==> config.mk <==
export PLATFORM = sky130hd
export DESIGN_NAME = mep_front
export DESIGN_NICKNAME = d
export VERILOG_FILES = /design/src/rtl/mandelbrot_escape_pixel_top_macros.svh /design/src/rtl/mep_pkg.sv /design/src/rtl/mep_div.sv /design/src/rtl/mep_front.sv
export SDC_FILE = /design/constraint.sdc
export NUM_CORES = 2
export LEC_CHECK = 0
export BUFFER_PORTS_ARGS = -buffer_cell sky130_fd_sc_hd__buf_4
export CORE_UTILIZATION = 25
export CTS_CLUSTER_SIZE = 16
export DETAILED_ROUTE_END_ITERATION = 8
export PLACE_DENSITY = 0.38
export SLEW_MARGIN = 20
export SYNTH_ARGS = -nofsm -noshare
export SYNTH_HDL_FRONTEND = slang
export SYNTH_SLANG_ARGS = --single-unit
==> constraint.sdc <==
create_clock -name clk -period 11.55 [get_ports clk]
set_clock_uncertainty 0.1 [all_clocks]
set_input_delay 1.7325 -clock clk [delete_from_list [all_inputs] [get_ports clk]]
set_output_delay 1.7325 -clock clk [all_outputs]
set_load 0.03 [all_outputs]
==> src/rtl/mandelbrot_escape_pixel_top_macros.svh <==
// Assertion shorthands for the escape-time pixel engine
`ifndef MANDELBROT_ESCAPE_PIXEL_TOP_MACROS_SVH
`define MANDELBROT_ESCAPE_PIXEL_TOP_MACROS_SVH

// Consequent must hold in the same cycle as the antecedent
`define MEP_ASSERT_NOW(lbl, ante, cons, msg) \
  lbl: assert property (@(posedge clk) disable iff (!rst_n) (ante) |-> (cons)) \
    else $error(msg);

// Consequent must hold in the cycle after the antecedent
`define MEP_ASSERT_NEXT(lbl, ante, cons, msg) \
  lbl: assert property (@(posedge clk) disable iff (!rst_n) (ante) |=> (cons)) \
    else $error(msg);

`endif

==> src/rtl/mep_pkg.sv <==
// Shared types and constants of the escape-time pixel engine
package mep_pkg;

  localparam int FRAC_BITS  = 28;
  localparam int COORD_W    = 32;
  localparam int POS_W      = 12;
  localparam int SIZE_W     = 13;
  localparam int SCALE_W    = 31;
  localparam int ITER_W     = 12;
  localparam int STEP_W     = 8;
  localparam int WORD_W     = 32;
  localparam int BOFF_W     = 26;
  localparam int PROD_W     = POS_W + SCALE_W;
  localparam int MAP_W      = PROD_W + 2;
  // z is bounded by 2.0 whenever it is squared
  localparam int MUL_W      = FRAC_BITS + 3;
  localparam int SQ_W       = 2 * MUL_W;
  localparam int Z_W        = COORD_W + 2;
  localparam int CFG_IDX_W  = 3;
  localparam int CFG_DATA_W = 32;

  localparam logic [CFG_IDX_W-1:0] CFG_SCALE    = 3'd0;
  localparam logic [CFG_IDX_W-1:0] CFG_X_OFFSET = 3'd1;
  localparam logic [CFG_IDX_W-1:0] CFG_Y_OFFSET = 3'd2;
  localparam logic [CFG_IDX_W-1:0] CFG_MAX_ITER = 3'd3;
  localparam logic [CFG_IDX_W-1:0] CFG_WIDTH    = 3'd4;
  localparam logic [CFG_IDX_W-1:0] CFG_HEIGHT   = 3'd5;

  localparam logic [7:0] ALPHA_BYTE = 8'hff;

  localparam logic [SCALE_W-1:0] RST_SCALE    = 31'h2000_0000;
  localparam logic [ITER_W-1:0]  RST_MAX_ITER = 12'd256;
  localparam logic [SIZE_W-1:0]  RST_SIZE     = 13'd800;

  typedef struct packed {
    logic [SCALE_W-1:0]        scale;
    logic signed [COORD_W-1:0] x_offset;
    logic signed [COORD_W-1:0] y_offset;
    logic [ITER_W-1:0]         max_iterations;
    logic [SIZE_W-1:0]         image_width;
    logic [SIZE_W-1:0]         image_height;
  } mep_cfg_t;

  typedef struct packed {
    logic [POS_W-1:0] pixel_x;
    logic [POS_W-1:0] pixel_y;
  } mep_in_t;

  typedef struct packed {
    logic [WORD_W-1:0] pixel_word;
    logic [BOFF_W-1:0] byte_offset;
  } mep_out_t;

  typedef struct packed {
    logic signed [COORD_W-1:0] cr;
    logic signed [COORD_W-1:0] ci;
    logic [BOFF_W-1:0]         byte_offset;
  } mep_job_t;

endpackage

==> src/rtl/mep_div.sv <==
// Restoring divider, one quotient bit per cycle, for the coordinate mapping
module mep_div (
  input  logic                        clk,
  input  logic                        rst_n,
  input  logic                        start,
  input  logic [mep_pkg::PROD_W-1:0]  num,
  input  logic [mep_pkg::SIZE_W-1:0]  den,
  output logic                        done,
  output logic [mep_pkg::PROD_W-1:0]  quo
);
  import mep_pkg::*;

  localparam int CNT_W = $clog2(PROD_W);

  logic              busy_r;
  logic              done_r;
  logic [CNT_W-1:0]  cnt_r;
  logic [SIZE_W-1:0] rem_r;
  logic [SIZE_W-1:0] den_r;
  logic [PROD_W-1:0] quo_r;
  logic [SIZE_W:0]   shifted;
  logic [SIZE_W:0]   diff;
  logic              fits;

  always_comb begin
    shifted = {rem_r, quo_r[PROD_W-1]};
    diff    = shifted - {1'b0, den_r};
    fits    = shifted >= {1'b0, den_r};
  end

  always_ff @(posedge clk) begin
    if (!rst_n) begin
      busy_r <= 1'b0;
      done_r <= 1'b0;
    end else begin
      if (start) begin
        busy_r <= 1'b1;
        done_r <= 1'b0;
        cnt_r  <= '0;
        rem_r  <= '0;
        den_r  <= den;
        quo_r  <= num;
      end else if (busy_r) begin
        rem_r <= fits ? diff[SIZE_W-1:0] : shifted[SIZE_W-1:0];
        quo_r <= {quo_r[PROD_W-2:0], fits};
        cnt_r <= cnt_r + 1'b1;
        if (cnt_r == CNT_W'(PROD_W - 1)) begin
          busy_r <= 1'b0;
          done_r <= 1'b1;
        end
      end
    end
  end

  assign done = done_r;
  assign quo  = quo_r;

endmodule

==> src/rtl/mep_front.sv <==
// Front part: takes a pixel, maps it to a complex point and queues the job
module mep_front (
  input  logic              clk,
  input  logic              rst_n,
  input  mep_pkg::mep_cfg_t cfg,
  input  logic              in_valid,
  output logic              in_ready,
  input  mep_pkg::mep_in_t  in_data,
  output logic              job_push,
  input  logic              job_full,
  output mep_pkg::mep_job_t job_data
);
  import mep_pkg::*;

  typedef enum logic [2:0] {F_IDLE, F_MUL, F_DIVS, F_DIV, F_PUSH} front_state_t;

  front_state_t      state_r;
  logic [POS_W-1:0]  px_r;
  logic [POS_W-1:0]  py_r;
  logic [PROD_W-1:0] prod_x_r;
  logic [PROD_W-1:0] prod_y_r;
  logic [BOFF_W-1:0] lin_r;
  logic              div_start;
  logic              done_x;
  logic              done_y;
  logic [PROD_W-1:0] quo_x;
  logic [PROD_W-1:0] quo_y;
  logic [SIZE_W-1:0] den_x;
  logic [SIZE_W-1:0] den_y;

  // q - scale/2 + offset, saturated to the signed coordinate range
  function automatic logic signed [COORD_W-1:0] map_coord(
    input logic [PROD_W-1:0]        q,
    input logic [SCALE_W-1:0]       scl,
    input logic signed [COORD_W-1:0] off
  );
    logic signed [MAP_W-1:0] t;
    logic signed [COORD_W-1:0] res;
    t = $signed({2'b00, q}) - $signed(MAP_W'(scl >> 1)) + MAP_W'(off);
    if (t[MAP_W-1:COORD_W-1] == '0 || t[MAP_W-1:COORD_W-1] == '1) begin
      res = t[COORD_W-1:0];
    end else if (t[MAP_W-1]) begin
      res = {1'b1, {(COORD_W-1){1'b0}}};
    end else begin
      res = {1'b0, {(COORD_W-1){1'b1}}};
    end
    return res;
  endfunction

  // a zero size divides as one
  assign den_x = (cfg.image_width  == '0) ? SIZE_W'(1) : cfg.image_width;
  assign den_y = (cfg.image_height == '0) ? SIZE_W'(1) : cfg.image_height;

  mep_div u_div_x (
    .clk   (clk),
    .rst_n (rst_n),
    .start (div_start),
    .num   (prod_x_r),
    .den   (den_x),
    .done  (done_x),
    .quo   (quo_x)
  );

  mep_div u_div_y (
    .clk   (clk),
    .rst_n (rst_n),
    .start (div_start),
    .num   (prod_y_r),
    .den   (den_y),
    .done  (done_y),
    .quo   (quo_y)
  );

  // hold off input transfers while in reset
  assign in_ready  = (state_r == F_IDLE) && rst_n;
  assign div_start = (state_r == F_DIVS);
  assign job_push  = (state_r == F_PUSH) && !job_full;

  always_comb begin
    job_data.cr          = map_coord(quo_x, cfg.scale, cfg.x_offset);
    job_data.ci          = map_coord(quo_y, cfg.scale, cfg.y_offset);
    job_data.byte_offset = {lin_r[BOFF_W-3:0], 2'b00};
  end

  always_ff @(posedge clk) begin
    if (!rst_n) begin
      state_r <= F_IDLE;
    end else begin
      case (state_r)
        F_IDLE: begin
          if (in_valid) begin
            px_r    <= in_data.pixel_x;
            py_r    <= in_data.pixel_y;
            state_r <= F_MUL;
          end
        end
        F_MUL: begin
          prod_x_r <= PROD_W'(px_r) * PROD_W'(cfg.scale);
          prod_y_r <= PROD_W'(py_r) * PROD_W'(cfg.scale);
          lin_r    <= BOFF_W'(py_r) * BOFF_W'(cfg.image_width) + BOFF_W'(px_r);
          state_r  <= F_DIVS;
        end
        F_DIVS: begin
          state_r <= F_DIV;
        end
        F_DIV: begin
          if (done_x && done_y) begin
            state_r <= F_PUSH;
          end
        end
        F_PUSH: begin
          if (!job_full) begin
            state_r <= F_IDLE;
          end
        end
        default: begin
          state_r <= F_IDLE;
        end
      endcase
    end
  end

endmodule

==> summary.txt <==
Final layout
  – Final nets: just under 7,000
  – Fillers: about 21,000
  – Post-route insts no fill: 8,333
  – Final Instance Area: between 0.05 and 0.06 mm²
  – Area of the multi-input gates: 0.0360 mm²
  – Synth-to-layout area growth: 11.6%
  – Register area: 0.00867 mm²
  – Layout cells sized above 1: 0.0776

Power
  – Clk pwr share: 0.101
  – Psw: 0.00628 W
  – Sequential share of power: 0.152
  – P_leak: 25.6 nW
  – Switch share: 0.499
  – Pint: 0.00631 W
  – Worst VDD drop: 0.000239 V
  – Power density over the cells: 229 mW/mm²
  – Logic pwr share: 0.747

Timing
  – Actual slew at the worst max-slew pin: 963 ps
  – RSZ-0062 raised after global routing: no
  – Hold_ws: between 300 and 400 ps
  – Crit share post-route: 0.933
  – Setup TNS: 0 ps
  – Final Max Tran Viols: 0
  – Final setup vio count: 0
  – Fmax: 92.8 MHz
  – Max_slew headroom: 0.358
  – Min Tclk post-route: roughly 11,000 ps
  – Hold Violations, Final: 0

Outcome
  – Status: complete, no violations

Critical path
  – WS Path Type: input port to output port
  – Crit Path Max Fanout: 31
  – Arrival time at the worst endpoint: around 9000 ps
  – Setup crit end kind: output port
  – Setup crit start kind: input port
  – Critical Path RT: 9720 ps
  – RR Startpoint: py_r[4]
  – R2r setup slk: between 3000 and 4000 ps
  – Reg2Reg Depth: 22
  – Reg-to-reg critical path endpoint: prod_y_r[41]

Route
  – DR iter-0 viols: 1,828
  – # DRC: 0
  – WL per Instance: 19.5 µm
  – Routed Wire Length: about 160,000 µm
  – WL met3: 6500 µm
  – Met2 wire len: roughly 74,000 µm
  – Max layer used: met5
  – Routed via count: 37,900
  – DR pass1 iterations: 5
  – Vias per inst: 4.54
  – Antenna-violating nets left: 0
  – WL met1: just under 80,000 µm

Placed design
  – PortBufs: around 240
  – HPWL Detailed: 129,000 µm
  – Dpl cells: 8,257
  – Final GP Congestion: approximately 0.85
  – Cell area after placement: 0.0537 mm²

CTS
  – CTS tree: built
  – TritonCTS Buffers: 41
  – Hold buffers post-CTS: 0
  – CTS H-Tree Depth: 2
  – Sinks on Clock Net: 291
  – Clk buf depth: 3
  – Worst-Skew Late Latency: 630 ps
  – Post-CTS Resized: 0
  – Reg clk slew, reported paths: 50 ps
  – Root buf cell: clkbuf_16
  – Post-CTS Setup Bufs: 0

Synthesis
  – Largest area contributor in the netlist: fa_1
  – Mapped Area: 0.0493 mm²
  – Syn_area_per_cell: 8.80 µm²
  – Synth top area share: 0.287
  – Top cells by area, synth: fa_1, edfxtp_1, ha_1
  – Register area share after synthesis: 0.176
  – Synth warn: 0
  – Post-synth EDFFs: 284
  – Synthesis-stage register bit count: slightly below 300
  – Asr flop ratio synth: 0
  – Post-synth cell types: approximately 100
  – Cells after synthesis: 5,603
  – Main synth FF type: edfxtp_1

Min path
  – Hold depth: 2
  – Min-delay worst type: register to register
  – Hold EP: u_div_y.done
  – Worst Hold Launch: u_div_y.done

Floorplanning
  – Die Y-Extent: 446 µm
  – Rows: 162
  – IO Pins: roughly 250
  – Core area: 0.195 mm²
  – Die width: between 400 and 500 µm
  – Die Area: slightly below 0.2 mm²
  – Starting Density: 0.252

Run
  – Max Cap Viol: 0

GRT
  – Global route total overflow: 0
  – Tot GR Track Use: 0.165
  – Initial antenna violation count: 16
  – Vias in the first global route: 40,400
  – First-pass GRT wire length: 251,000 µm
  – Largest net degree at the start of global routing: just over 80
-- state kept, by name, indices dropped and copies added, names as in the netlist, 13 cells and up --
register and flops:
u_div_x.rem_r 13, prod_x_r 43, prod_y_r 43, u_div_x.den_r 13
u_div_x.quo 43, u_div_y.rem_r 13, lin_r 24, u_div_y.den_r 13
u_div_y.quo 43
-- power by group through the flow --
stage                     Clock (W)  Combinational (W)  Sequential [W]
after detailed placement          0            0.00947         0.00193
final                       0.00127            0.00940         0.00192
after global placement            0            0.00951         0.00193
after floorplan                   0            0.00678         0.00193
after CTS                   0.00134            0.00956         0.00192
after global routing        0.00136             0.0107         0.00194
-- stage by stage --
| stage | power [W] | utilization | setup slack [ps] |
|---|---|---|---|
| floorplan | 0.00871 | - | 898 |
| global placement | 0.0114 | 0.275 | 803 |
| detailed placement | 0.0114 | 0.275 | 756 |
| CTS | 0.0128 | 0.282 | 704 |
| global route | 0.0140 | 0.282 | 282 |
| finish | 0.0126 | 0.282 | 770 |
-- area by class of cell --
class	count	share of cell area
inverters	947	0.0646
multi-input cells	4102	0.655
clock inverters	21	0.00348
repair buffers	293	0.0400
well taps	2624	0.0596
flip-flops and latches	291	0.157
diodes	2	0.0000909
clock buffers	53	0.0200
-- worst max path at each step --
stage | startpoint | endpoint | slack (ps) | cells past startpoint
3_3_place_gp | cfg[104] | job_data[60] | 800 | 28
2_1_floorplan | rst_n | lin_r[0] | 900 | 2
3_5_place_dp | cfg[113] | job_data[60] | 760 | 28
5_1_grt | cfg[104] | job_data[26] | 280 | 26
6_report | cfg[113] | job_data[60] | 770 | 28
4_1_cts | cfg[113] | job_data[60] | 700 | 28
-- metal layers --
layer,track usage,up-vias
li1,-,18100
met5,0,-
met3,0.0192,168
met1,0.232,18900
met4,0.0368,16
met2,0.269,679
-- synth_stat cells, drive strengths merged (50+ instances only) --
cell type and number:
nor3 67, o21a 53, edfxtp 284, fa 706, inv 947, clkbuf 244, xnor2 175, a21o 120
nand3 50, nand2 989, nor2 212, o21ai 161, and2 314, a21oi 260, xor2 91, ha 412
-- critical path, stage by stage --
cell	delay (ps)
buf_4	360
inv_1	280
ha_1	430
a21o_1	200
a21oi_1	200
o21ai_0	130
a22oi_1	170
o31a_1	270
o211ai_1	150
a31oi_1	380
o211ai_1	210
nor3b_1	200
nor4_1	290
xor2_1	160
ha_1	470
nand2_1	200
nor3_1	440
nand4_1	140
a31oi_1	430
nor3_2	190
a311oi_1	350
and4b_1	240
o2111ai_1	140
nor4_1	420
a21oi_2	70
buf_4	240
o21a_1	210
buf_4	160
-- placed cells by master (no fill, tap or decap), types with 29 or more instances in the layout --
cell and n:
xnor2_1 175, nand4_1 36, clkbuf_16 41, edfxtp_1 284, o21a_1 50, nor2_1 211
nand3_1 50, o21bai_1 37, nor3_1 66, and3_1 34, ha_1 412, a211oi_1 29
nand2b_1 34, fa_1 706, xor2_1 91, o21ai_0 121, a21oi_2 32, a21oi_1 226
nand2_1 988, o21ai_1 38, inv_1 947, buf_4 293, and2_1 312, a21o_1 117
-- logic make-up (layout without fill, tap and decap cells) --
logic type,count (synthesis),after routing,synth area share
flip-flops,291,291,0.176
AND/OR/NAND/NOR,1851,1851,0.173
multiplexers,29,29,0.00591
adder cells (fa/ha/maj),1118,1118,0.391
other,1,4,0.0000761
AO/OA/AOI/OAI,836,836,0.113
XOR/XNOR,266,266,0.0473
buffers and inverters,1211,1314,0.0940
No activity file was read; power rests on OpenSTA's default activity.
