[config.mk]
export PLATFORM = sky130hd
export DESIGN_NAME = mep_fifo
export DESIGN_NICKNAME = d
export VERILOG_FILES = /design/src/rtl/mandelbrot_escape_pixel_top_macros.svh /design/src/rtl/mep_pkg.sv /design/src/rtl/mep_fifo.sv
export SDC_FILE = /design/constraint.sdc
export NUM_CORES = 1
export LEC_CHECK = 0
export BUFFER_PORTS_ARGS = -buffer_cell sky130_fd_sc_hd__buf_4
export CAP_MARGIN = 20
export CORE_AREA = 2 2 164 86
export DETAILED_ROUTE_END_ITERATION = 12
export DIE_AREA = 0 0 166 88
export PLACE_DENSITY = 0.87
export REMOVE_ABC_BUFFERS = 1
export SYNTH_ARGS = -nofsm -noshare
export SYNTH_HDL_FRONTEND = slang
export SYNTH_SLANG_ARGS = --single-unit
[constraint.sdc]
create_clock -name clk -period 6.59 [get_ports clk]
set_clock_uncertainty 0.05 [all_clocks]
set_input_delay 0.9885 -clock clk [delete_from_list [all_inputs] [get_ports clk]]
set_output_delay 0.9885 -clock clk [all_outputs]
set_load 0.02 [all_outputs]
[src/rtl/mandelbrot_escape_pixel_top_macros.svh]
// Assertion shorthands for the escape-time pixel engine
`ifndef MANDELBROT_ESCAPE_PIXEL_TOP_MACROS_SVH
`define MANDELBROT_ESCAPE_PIXEL_TOP_MACROS_SVH

// Consequent must hold in the same cycle as the antecedent
`define MEP_ASSERT_NOW(lbl, ante, cons, msg) \
  lbl: assert property (@(posedge clk) disable iff (!rst_n) (ante) |-> (cons)) \
    else $error(msg);

// Consequent must hold in the cycle after the antecedent
`define MEP_ASSERT_NEXT(lbl, ante, cons, msg) \
  lbl: assert property (@(posedge clk) disable iff (!rst_n) (ante) |=> (cons)) \
    else $error(msg);

`endif

[src/rtl/mep_pkg.sv]
// Shared types and constants of the escape-time pixel engine
package mep_pkg;

  localparam int FRAC_BITS  = 28;
  localparam int COORD_W    = 32;
  localparam int POS_W      = 12;
  localparam int SIZE_W     = 13;
  localparam int SCALE_W    = 31;
  localparam int ITER_W     = 12;
  localparam int STEP_W     = 8;
  localparam int WORD_W     = 32;
  localparam int BOFF_W     = 26;
  localparam int PROD_W     = POS_W + SCALE_W;
  localparam int MAP_W      = PROD_W + 2;
  // z is bounded by 2.0 whenever it is squared
  localparam int MUL_W      = FRAC_BITS + 3;
  localparam int SQ_W       = 2 * MUL_W;
  localparam int Z_W        = COORD_W + 2;
  localparam int CFG_IDX_W  = 3;
  localparam int CFG_DATA_W = 32;

  localparam logic [CFG_IDX_W-1:0] CFG_SCALE    = 3'd0;
  localparam logic [CFG_IDX_W-1:0] CFG_X_OFFSET = 3'd1;
  localparam logic [CFG_IDX_W-1:0] CFG_Y_OFFSET = 3'd2;
  localparam logic [CFG_IDX_W-1:0] CFG_MAX_ITER = 3'd3;
  localparam logic [CFG_IDX_W-1:0] CFG_WIDTH    = 3'd4;
  localparam logic [CFG_IDX_W-1:0] CFG_HEIGHT   = 3'd5;

  localparam logic [7:0] ALPHA_BYTE = 8'hff;

  localparam logic [SCALE_W-1:0] RST_SCALE    = 31'h2000_0000;
  localparam logic [ITER_W-1:0]  RST_MAX_ITER = 12'd256;
  localparam logic [SIZE_W-1:0]  RST_SIZE     = 13'd800;

  typedef struct packed {
    logic [SCALE_W-1:0]        scale;
    logic signed [COORD_W-1:0] x_offset;
    logic signed [COORD_W-1:0] y_offset;
    logic [ITER_W-1:0]         max_iterations;
    logic [SIZE_W-1:0]         image_width;
    logic [SIZE_W-1:0]         image_height;
  } mep_cfg_t;

  typedef struct packed {
    logic [POS_W-1:0] pixel_x;
    logic [POS_W-1:0] pixel_y;
  } mep_in_t;

  typedef struct packed {
    logic [WORD_W-1:0] pixel_word;
    logic [BOFF_W-1:0] byte_offset;
  } mep_out_t;

  typedef struct packed {
    logic signed [COORD_W-1:0] cr;
    logic signed [COORD_W-1:0] ci;
    logic [BOFF_W-1:0]         byte_offset;
  } mep_job_t;

endpackage

[src/rtl/mep_fifo.sv]
// Job queue between the mapping front and the iteration back
module mep_fifo #(
  parameter int DEPTH = 2
) (
  input  logic              clk,
  input  logic              rst_n,
  input  logic              push,
  input  mep_pkg::mep_job_t wr_data,
  output logic              full,
  input  logic              pop,
  output mep_pkg::mep_job_t rd_data,
  output logic              empty
);
  import mep_pkg::*;

  localparam int AW = (DEPTH > 1) ? $clog2(DEPTH) : 1;
  localparam int CW = $clog2(DEPTH + 1);

  mep_job_t        mem_r [DEPTH];
  logic [AW-1:0]   wr_ptr_r;
  logic [AW-1:0]   rd_ptr_r;
  logic [CW-1:0]   count_r;

  assign full    = (count_r == CW'(DEPTH));
  assign empty   = (count_r == '0);
  assign rd_data = mem_r[rd_ptr_r];

  always_ff @(posedge clk) begin
    if (push) begin
      mem_r[wr_ptr_r] <= wr_data;
    end
  end

  always_ff @(posedge clk) begin
    if (!rst_n) begin
      wr_ptr_r <= '0;
      rd_ptr_r <= '0;
      count_r  <= '0;
    end else begin
      if (push) begin
        wr_ptr_r <= (wr_ptr_r == AW'(DEPTH - 1)) ? '0 : wr_ptr_r + 1'b1;
      end
      if (pop) begin
        rd_ptr_r <= (rd_ptr_r == AW'(DEPTH - 1)) ? '0 : rd_ptr_r + 1'b1;
      end
      case ({push, pop})
        2'b10:   count_r <= count_r + 1'b1;
        2'b01:   count_r <= count_r - 1'b1;
        default: count_r <= count_r;
      endcase
    end
  end

endmodule

==> results_dict.tcl, run 1 <==
set metrics [dict create \
    status "completed" \
    crit_type "reg2out" \
    grt_pass1_wl_um 19100 \
    cp-start-kind "register" \
    min_to "count_r[1]$_SDFFE_PN0P_" \
    vias 3491 \
    die_width_um 166 \
    grt_pass1_vias 3536 \
    utilization_pct 67.2 \
    swShare_pct 24.2 \
    critical_path.top_delay_family "flip-flops" \
    postRouteAntennaNets 0 \
    drt_iter0_drc 283 \
    coreArea_um2 13200 \
    synth_cell_types 16 \
    path_cells "buf_16 > mux2_2 > buf_4" \
    p_clk_share_pct 35.2 \
    critPathBufInv 2 \
    cts_htree_levels 4 \
    ys_warn_count 0 \
    fin_crit_sh_pct 47.3 \
    place_congestion 0.765 \
    cp_max_fo 47 \
    dp_hpwl_um 8790 \
    cts_hold_buf 0 \
    synth_largest_area_cell "edfxtp_1" \
    total_power_mw 2.68 \
    synth_top_area_share_pct 80.9 \
    cap_violations 0 \
    r2r_cells 2 \
    synth_area_leaders "edfxtp_1, mux2_2, dfxtp_1" \
    setup-tns-final_ns 0 \
    reg2reg_slack_ns 4.29 \
    vias_per_cell 5.07 \
    grt-ovfl-total 0 \
    synth-edff-count 180 \
    gr-usage-all-layers_pct 17.7 \
    seqPwrFrac_pct 51.7 \
    synth_common_cells "edfxtp_1, mux2_2, buf_2, dfxtp_1, and2_1" \
    finalSetupViolations 0 \
    n_fill_cell 862 \
    leakage_nw 3.31 \
    post-synth-top-count-cell "edfxtp_1" \
    clk_latency_ns 0.41 \
    start_util_pct 50.7 \
    fin_cells 688 \
    port_buffers 185 \
    power_switching_mw 0.647 \
    slowest_stage "dfxtp_4" \
    clk_path_buf_depth 2 \
    wl_per_cell_um 18.7 \
    cts_root_buffer "clkbuf_16" \
    antenna_found_initial 0 \
    grt_max_degree 68 \
    numCtsBuffers 17 \
    placement.setup.worst_slack_ns 3.48 \
    cts_tree "built" \
    min_path_type "reg2reg" \
    crit-reg2reg-launch "wr_ptr_r$_SDFFE_PN0P_" \
    power.density_nw_per_um2 302 \
    cts_setup_buffers 0 \
    hold_path_depth 2 \
    slowest_delay_ns 0.74 \
    hold_path_startpoint "count_r[1]$_SDFFE_PN0P_" \
    dp.cells 656 \
    end_kind "primary output" \
    worst_slack_ns 3.47 \
    synth-seq-area-share_pct 82.4 \
    dieArea_um2 14600 \
    drc 0 \
    rows 30 \
    ys.flop_type "edfxtp_1" \
    synthArstFlopShare_pct 0 \
    max_freq_mhz 321 \
    synthCells 302 \
    cp.arrival_ns 2.08 \
    n_antenna_cell 0 \
    slew_violations 0 \
    die_h_um 88 \
    place_area_um2 8300 \
    syn_avg_cell_area_um2 22.1 \
    power.internal_mw 2.03 \
    period_minus_slack_ns 3.12 \
    slew_headroom_pct 40.0 \
    final_net_count 594 \
    p_comb_share_pct 13.1 \
    path_clk_slew_ns 0.06 \
    drive_gt1_share_pct 60.9 \
    r2r-end "mem_r[0][34]$_DFFE_PP_" \
    design_area_um2 8860 \
    io_pins 186 \
    tightest_slew_ns 0.900 \
    drtPass1Iterations 4 \
    cts_sinks 185 \
    cp.required_ns 5.55 \
    cts_resized 0 \
    ys_seq_elements 185 \
    wirelength_um 12900 \
    synth.cell_area_um2 6690 \
    vdd_drop_max_v 0.000196 \
    grt_setup_unrepaired "no" \
    hold_viol 0 \
    area_growth_syn_to_layout_pct 32.5 \
    hold_ws_ns 0.456 \
]
## power by group through the flow
stage	clock [mW]	combinational, mW	sequential [mW]
finish	0.941	0.350	1.38
global route	1.01	0.371	1.39
CTS	0.962	0.354	1.39
detailed placement	0	0.353	1.41
global placement	0	0.332	1.42
floorplan	0	0.180	1.41
## worst min-delay path, cell delays in order, from the launching register on
cell	delay, ns
dfxtp_1	0.33
o21ai_0	0.07
a21boi_1	0.06
## layout by cell type (no fill, tap or decap), drive strengths merged, types with 2 or more instances in the layout
cell type	n
buf	188
edfxtp	180
mux2	90
clkbuf	17
clkinv	8
inv	8
dfxtp	5
and2	4
xnor2	2
nor2	2
## per-layer routing
layer  up-vias  wire [um]  track usage, %
met4         0         56            4.03
met2       161       5940            27.6
met1      1736       5710            23.7
li1       1590          -               -
met5         -          0               0
met3         4       1160            7.28
## state kept, by name, summed over array words and instances, names as in the netlist, named ones only
| register | cells |
|---|---|
| wr_ptr_r | 1 |
| rd_ptr_r | 1 |
| mem_r | 180 |
| count_r | 2 |
## layout make-up
cell class                 instances  area, um2  area share [%]
sequential                       185       5510            62.2
timing repair buffer             188       1430            16.2
multi-input combinational        106       1140            12.8
clock buffer                      17        425            4.80
tap                              176        220            2.49
clock inverter                    15        133            1.50
inverter                           1       3.75          0.0424
## how the worst max path moves through the flow
stage	endpoint	slack, ns	depth (start not counted)
floorplan	mem_r[0][0]$_DFFE_PP_	1.15	2
global placement	mem_r[0][80]$_DFFE_PP_	3.54	4
detailed placement	mem_r[0][80]$_DFFE_PP_	3.48	4
CTS	rd_data[46]	3.44	3
global route	rd_data[46]	3.36	3
finish	rd_data[46]	3.47	3
## kinds of logic after synthesis
logic type                 Yosys count  synth area share, %
AOI/OAI and AO/OA                    3                0.299
xor gates and xnor gates             3                0.393
adders and majority gates            1                0.187
buffers and inverters               11                0.805
DFF                                185                 82.4
muxes                               90                 15.2
and+or+nand+nor                      9                0.805
Power figures use the tool's default switching activity.
==> run 2: changes to the inputs <==
==> constraint.sdc (replaced) <==
create_clock -name clk -period 3 [get_ports clk]
set_clock_uncertainty 0.05 [all_clocks]
set_input_delay 0.45 -clock clk [delete_from_list [all_inputs] [get_ports clk]]
set_output_delay 0.45 -clock clk [all_outputs]
set_load 0.02 [all_outputs]
==> results_dict.tcl, run 2 (synthesized netlist as in run 1, its figures left out) <==
set metrics [dict create \
    status "completed" \
    placement.setup.worst_slack_ns 0.966 \
    coreArea_um2 13200 \
    grt_max_degree 92 \
    n_fill_cell 853 \
    grt_pass1_vias 3641 \
    crit_type "reg2out" \
    vias_per_cell 5.06 \
    grt_util_met2_pct 28.4 \
    gr-usage-all-layers_pct 18.2 \
    clk_latency_ns 0.41 \
    port_buffers 185 \
    io_pins 186 \
    leakage_nw 3.33 \
    clk_path_buf_depth 2 \
    top_regs "mem_r: 180 flops, count_r: 2 flops" \
    slew_headroom_pct 58.1 \
    cp_max_fo 27 \
    power.density_nw_per_um2 674 \
    hold_viol 0 \
    vias 3484 \
    slowest_delay_ns 0.56 \
    numCtsBuffers 17 \
    place_congestion 0.866 \
    die_h_um 88 \
    final_common_cell "buf_4" \
    grt_use_met3_pct 7.46 \
    final_net_count 595 \
    area_growth_syn_to_layout_pct 33.4 \
    wl_per_cell_um 18.9 \
    cts_htree_levels 4 \
    crit_top_cell "buf_4" \
    largest_register_ffs 180 \
    cts_setup_buffers 0 \
    drive_gt1_share_pct 61.2 \
    dp_hpwl_um 8670 \
    grt_use_met1_pct 24.0 \
    path_clk_slew_ns 0.07 \
    regMostFlops "mem_r" \
    critPathBufInv 2 \
    layout.cells.most_common_list "buf_4, edfxtp_1, mux2_2" \
    end_kind "primary output" \
    cts_root_buffer "clkbuf_16" \
    fin_crit_sh_pct 81.4 \
    drt_iter0_drc 283 \
    rows 30 \
    max_freq_mhz 409 \
    grt_setup_unrepaired "no" \
    cts_sinks 185 \
    finalSetupViolations 0 \
    setup-tns-final_ns 0 \
    cts_resized 0 \
    cts_hold_buf 0 \
    grt_pass1_wl_um 19700 \
    antenna_found_initial 0 \
    critical_path.top_delay_family "flip-flops" \
    cp.arrival_ns 1.94 \
    drtPass1Iterations 5 \
    cp.required_ns 2.50 \
    tightest_slew_ns 0.628 \
    vdd_drop_max_v 0.000350 \
    start_util_pct 50.7 \
    postRouteAntennaNets 0 \
    total_power_mw 6.01 \
    cp-start-kind "register" \
    dieArea_um2 14600 \
    grt-ovfl-total 0 \
    cap_violations 0 \
    gr-max-usage-layer "met2" \
    die_width_um 166 \
    min_path_type "in2reg" \
    path_cells "buf_4 > mux2_2 > buf_4" \
    drc 0 \
    worst_slack_ns 0.557 \
    slowest_stage "dfxtp_4" \
    n_antenna_cell 0 \
    period_minus_slack_ns 2.44 \
    wirelength_um 13000 \
    slew_violations 0 \
    cts_tree "built" \
]
==> run 2: area by class of cell <==
cell class              instances  area (um2)  share of cell area [%]
inverters                       1        3.75                  0.0421
well taps                     176         220                    2.47
repair buffers                189        1460                    16.3
clock inverters                15         169                    1.89
clock buffers                  17         425                    4.77
flip-flops and latches        185        5510                    61.8
multi-input cells             106        1140                    12.7
==> run 2: path summary, 6_finish.rpt <==
| kind | from | endpoint | slack, ns | depth (start not counted) |
|---|---|---|---|---|
| worst max-delay path | register | rd_data[71] | 0.56 | 3 |
| worst max register to register | wr_ptr_r$_SDFFE_PN0P_ | mem_r[1][57]$_DFFE_PP_ | 1.29 | 2 |
| worst min register to register | count_r[1]$_SDFFE_PN0P_ | count_r[1]$_SDFFE_PN0P_ | 0.46 | 2 |
| worst min-delay path | wr_data[54] | mem_r[0][54]$_DFFE_PP_ | 0.17 | 1 |
==> run 2: per-layer routing <==
layer | vias to the layer above | share of wire [%]
li1 | 1595 | -
met1 | 1701 | 42
met2 | 180 | 47
met3 | 8 | 10
met4 | 0 | 0.79
met5 | - | 0
==> run 2: worst reg2reg max path, cell delays in order, from the launching register on <==
cell and delay, ns:
dfxtp_1 0.39, and2_4 0.57, buf_12 0.34
==> run 2: per-stage QoR <==
stage	instance area, um2	std cells	hold WS (ns)	util [%]
CTS	8920	689	0.147	67.7
global placement	8330	657	0.429	63.2
global route	8920	689	0.144	67.7
detailed placement	8330	657	0.461	63.2
finish	8920	689	0.168	67.7
floorplan	6640	292	0.416	-
==> run 2: where the power goes <==
group	total, mW	switching (mW)	internal, mW
combinational	0.779	0.397	0.382
sequential	3.03	0.0480	2.98
clock	2.20	0.949	1.25
==> run 3: changes to the inputs <==
--- a/config.mk
+++ b/config.mk
@@ -5,12 +5,13 @@
 export SDC_FILE = /design/constraint.sdc
 export NUM_CORES = 1
 export LEC_CHECK = 0
+export ABC_AREA = 1
 export BUFFER_PORTS_ARGS = -buffer_cell sky130_fd_sc_hd__buf_4
 export CAP_MARGIN = 20
-export CORE_AREA = 2 2 164 86
+export CORE_AREA = 2 2 178 93
 export DETAILED_ROUTE_END_ITERATION = 12
-export DIE_AREA = 0 0 166 88
-export PLACE_DENSITY = 0.87
+export DIE_AREA = 0 0 180 95
+export PLACE_DENSITY = 0.83
 export REMOVE_ABC_BUFFERS = 1
 export SYNTH_ARGS = -nofsm -noshare
 export SYNTH_HDL_FRONTEND = slang
==> constraint.sdc (replaced) <==
create_clock -name clk -period 2.2 [get_ports clk]
set_clock_uncertainty 0.05 [all_clocks]
set_input_delay 0.33 -clock clk [delete_from_list [all_inputs] [get_ports clk]]
set_output_delay 0.33 -clock clk [all_outputs]
set_load 0.02 [all_outputs]
==> results_dict.tcl, run 3 <==
set metrics [dict create \
    grt_pass1_wl_um 20800 \
    max_freq_mhz 483 \
    ys.flop_type "edfxtp_1" \
    drtPass1Iterations 4 \
    dieArea_um2 17100 \
    vias 3570 \
    wl_per_cell_um 18.5 \
    slew_violations 0 \
    cp.arrival_ns 1.69 \
    vias_per_cell 4.79 \
    status "completed" \
    drive_gt1_share_pct 59.6 \
    synth_common_cells "edfxtp_1, mux2_4, nor2_1, buf_12, nand2_1" \
    utilization_pct 59.8 \
    slew_headroom_pct 65.9 \
    tightest_slew_ns 0.511 \
    post-synth-top-count-cell "edfxtp_1" \
    grt-ovfl-total 0 \
    hold_path_depth 1 \
    cts_resized 0 \
    largest_register_ffs 180 \
    cp-start-kind "register" \
    cap_violations 0 \
    antenna_found_initial 0 \
    grt_use_met3_pct 7.60 \
    cts_root_buffer "clkbuf_16" \
    rows 33 \
    leakage_nw 3.75 \
    die_h_um 95 \
    dp.cells 710 \
    hold_viol 0 \
    regMostFlops "mem_r" \
    top_regs "mem_r: 180 flops, count_r: 2 flops" \
    hold_ws_ns 0.0385 \
    gr-usage-all-layers_pct 16.7 \
    r2r-end "mem_r[1][88]$_DFFE_PP_" \
    setup-tns-final_ns 0 \
    power.density_nw_per_um2 876 \
    r2r_cells 3 \
    gr-max-usage-layer "met2" \
    synth-seq-area-share_pct 76.7 \
    cp_max_fo 27 \
    grt_setup_unrepaired "no" \
    dp_hpwl_um 9440 \
    port_buffers 185 \
    fin_crit_sh_pct 94.2 \
    placement.setup.worst_slack_ns 0.443 \
    postRouteAntennaNets 0 \
    reg2reg_slack_ns 0.76 \
    synth_cell_types 12 \
    synthCells 315 \
    regArea_um2 5510 \
    numCtsBuffers 17 \
    drt_iter0_drc 165 \
    grt_util_met2_pct 25.1 \
    clk_path_buf_depth 2 \
    final_net_count 618 \
    end_kind "primary output" \
    cts_hold_buf 0 \
    ys_warn_count 0 \
    cts_sinks 185 \
    coreArea_um2 15700 \
    io_pins 186 \
    crit-reg2reg-launch "wr_ptr_r$_SDFFE_PN0P_" \
    place_congestion 0.753 \
    n_antenna_cell 0 \
    drc 0 \
    n_fill_cell 1124 \
    final_common_cell "buf_4" \
    fin_cells 745 \
    synthArstFlopShare_pct 0 \
    hold_path_startpoint "wr_data[27]" \
    start_util_pct 45.6 \
    clk_latency_ns 0.42 \
    die_width_um 180 \
    cts_htree_levels 4 \
    period_minus_slack_ns 2.07 \
    area_growth_syn_to_layout_pct 31.1 \
    worst_slack_ns 0.128 \
    grt_max_degree 77 \
    grt_pass1_vias 3752 \
    syn_avg_cell_area_um2 22.8 \
    synth_top_area_share_pct 75.3 \
    crit_type "reg2out" \
    min_to "mem_r[1][27]$_DFFE_PP_" \
    wirelength_um 13800 \
    cp.required_ns 1.82 \
    finalSetupViolations 0 \
    synth.cell_area_um2 7170 \
    vdd_drop_max_v 0.000700 \
    multi_input_area_um2 1460 \
    min_path_type "in2reg" \
    synth-edff-count 180 \
    layout.cells.most_common_list "buf_4, edfxtp_1, mux2_4" \
    cts_tree "built" \
    synth_largest_area_cell "edfxtp_1" \
    path_clk_slew_ns 0.07 \
    synth_area_leaders "edfxtp_1, mux2_4, buf_12" \
    ys_seq_elements 185 \
    grt_use_met1_pct 21.1 \
]
[run 3: changes by cell type after synthesis, moves of 2 or more]
cell	delta
and2_1	-4
xnor2_1	-2
nor2_1	+10
buf_2	-10
mux2_2	-90
mux2_4	+90
nand2_1	+8
buf_12	+9
inv_1	+5
[run 3: how the worst max path moves through the flow]
| stage | endpoint |
|---|---|
| CTS | rd_data[9] |
| floorplan | mem_r[0][0]$_DFFE_PP_ |
| detailed placement | rd_data[9] |
| global placement | rd_data[70] |
| global route | rd_data[9] |
| finish | rd_data[9] |
[run 3: report_power, final]
group	switching (mW)	internal (mW)
Clock	1.23	1.77
Combinational	0.535	0.573
Sequential	0.0598	4.08
[run 3: final cells by class]
type	count	share of cell area (%)
Timing Repair Buffer	199	16.7
Sequential cell	185	58.6
Clock buffer	17	4.52
Tap cell	210	2.79
Clock inverter	14	1.65
Inverter	6	0.266
Multi-Input combinational cell	114	15.5
[run 3: per-layer routing]
layer  share of wire, %  routed length (um)
met1                 43                5920
met4                1.3                 180
met5                  0                   0
met3                 11                1490
met2                 45                6190
[run 3: timing repair]
| item | in CTS | in global routing |
|---|---|---|
| setup endpoints to repair | 25 | 0 |
| setup buffers | 4 | 0 |
| endpoints found under the hold margin | 0 | 0 |
[run 3: per-stage QoR]
step,total power [mW],instance area (um2)
after floorplan,4.87,6980
after global placement,5.28,8800
after detailed placement,5.32,8800
after CTS,8.34,9410
after global routing,8.53,9410
final,8.24,9410
[run 3: cells by family (layout without fill, tap and decap cells)]
group / after synthesis / count (layout) / share of synthesized area [%]
muxes: 90 / 90 / 18.8
DFF: 185 / 185 / 76.7
AOI/OAI and AO/OA: 2 / 2 / 0.139
adders and majority gates: 1 / 1 / 0.174
and+or+nand+nor: 21 / 21 / 1.13
buffers and inverters: 16 / 236 / 2.98
[run 3: critical path, stage by stage, from the launching register on]
cell     delay, ns
dfxtp_4       0.49
buf_12        0.27
mux2_4        0.33
buf_4         0.16
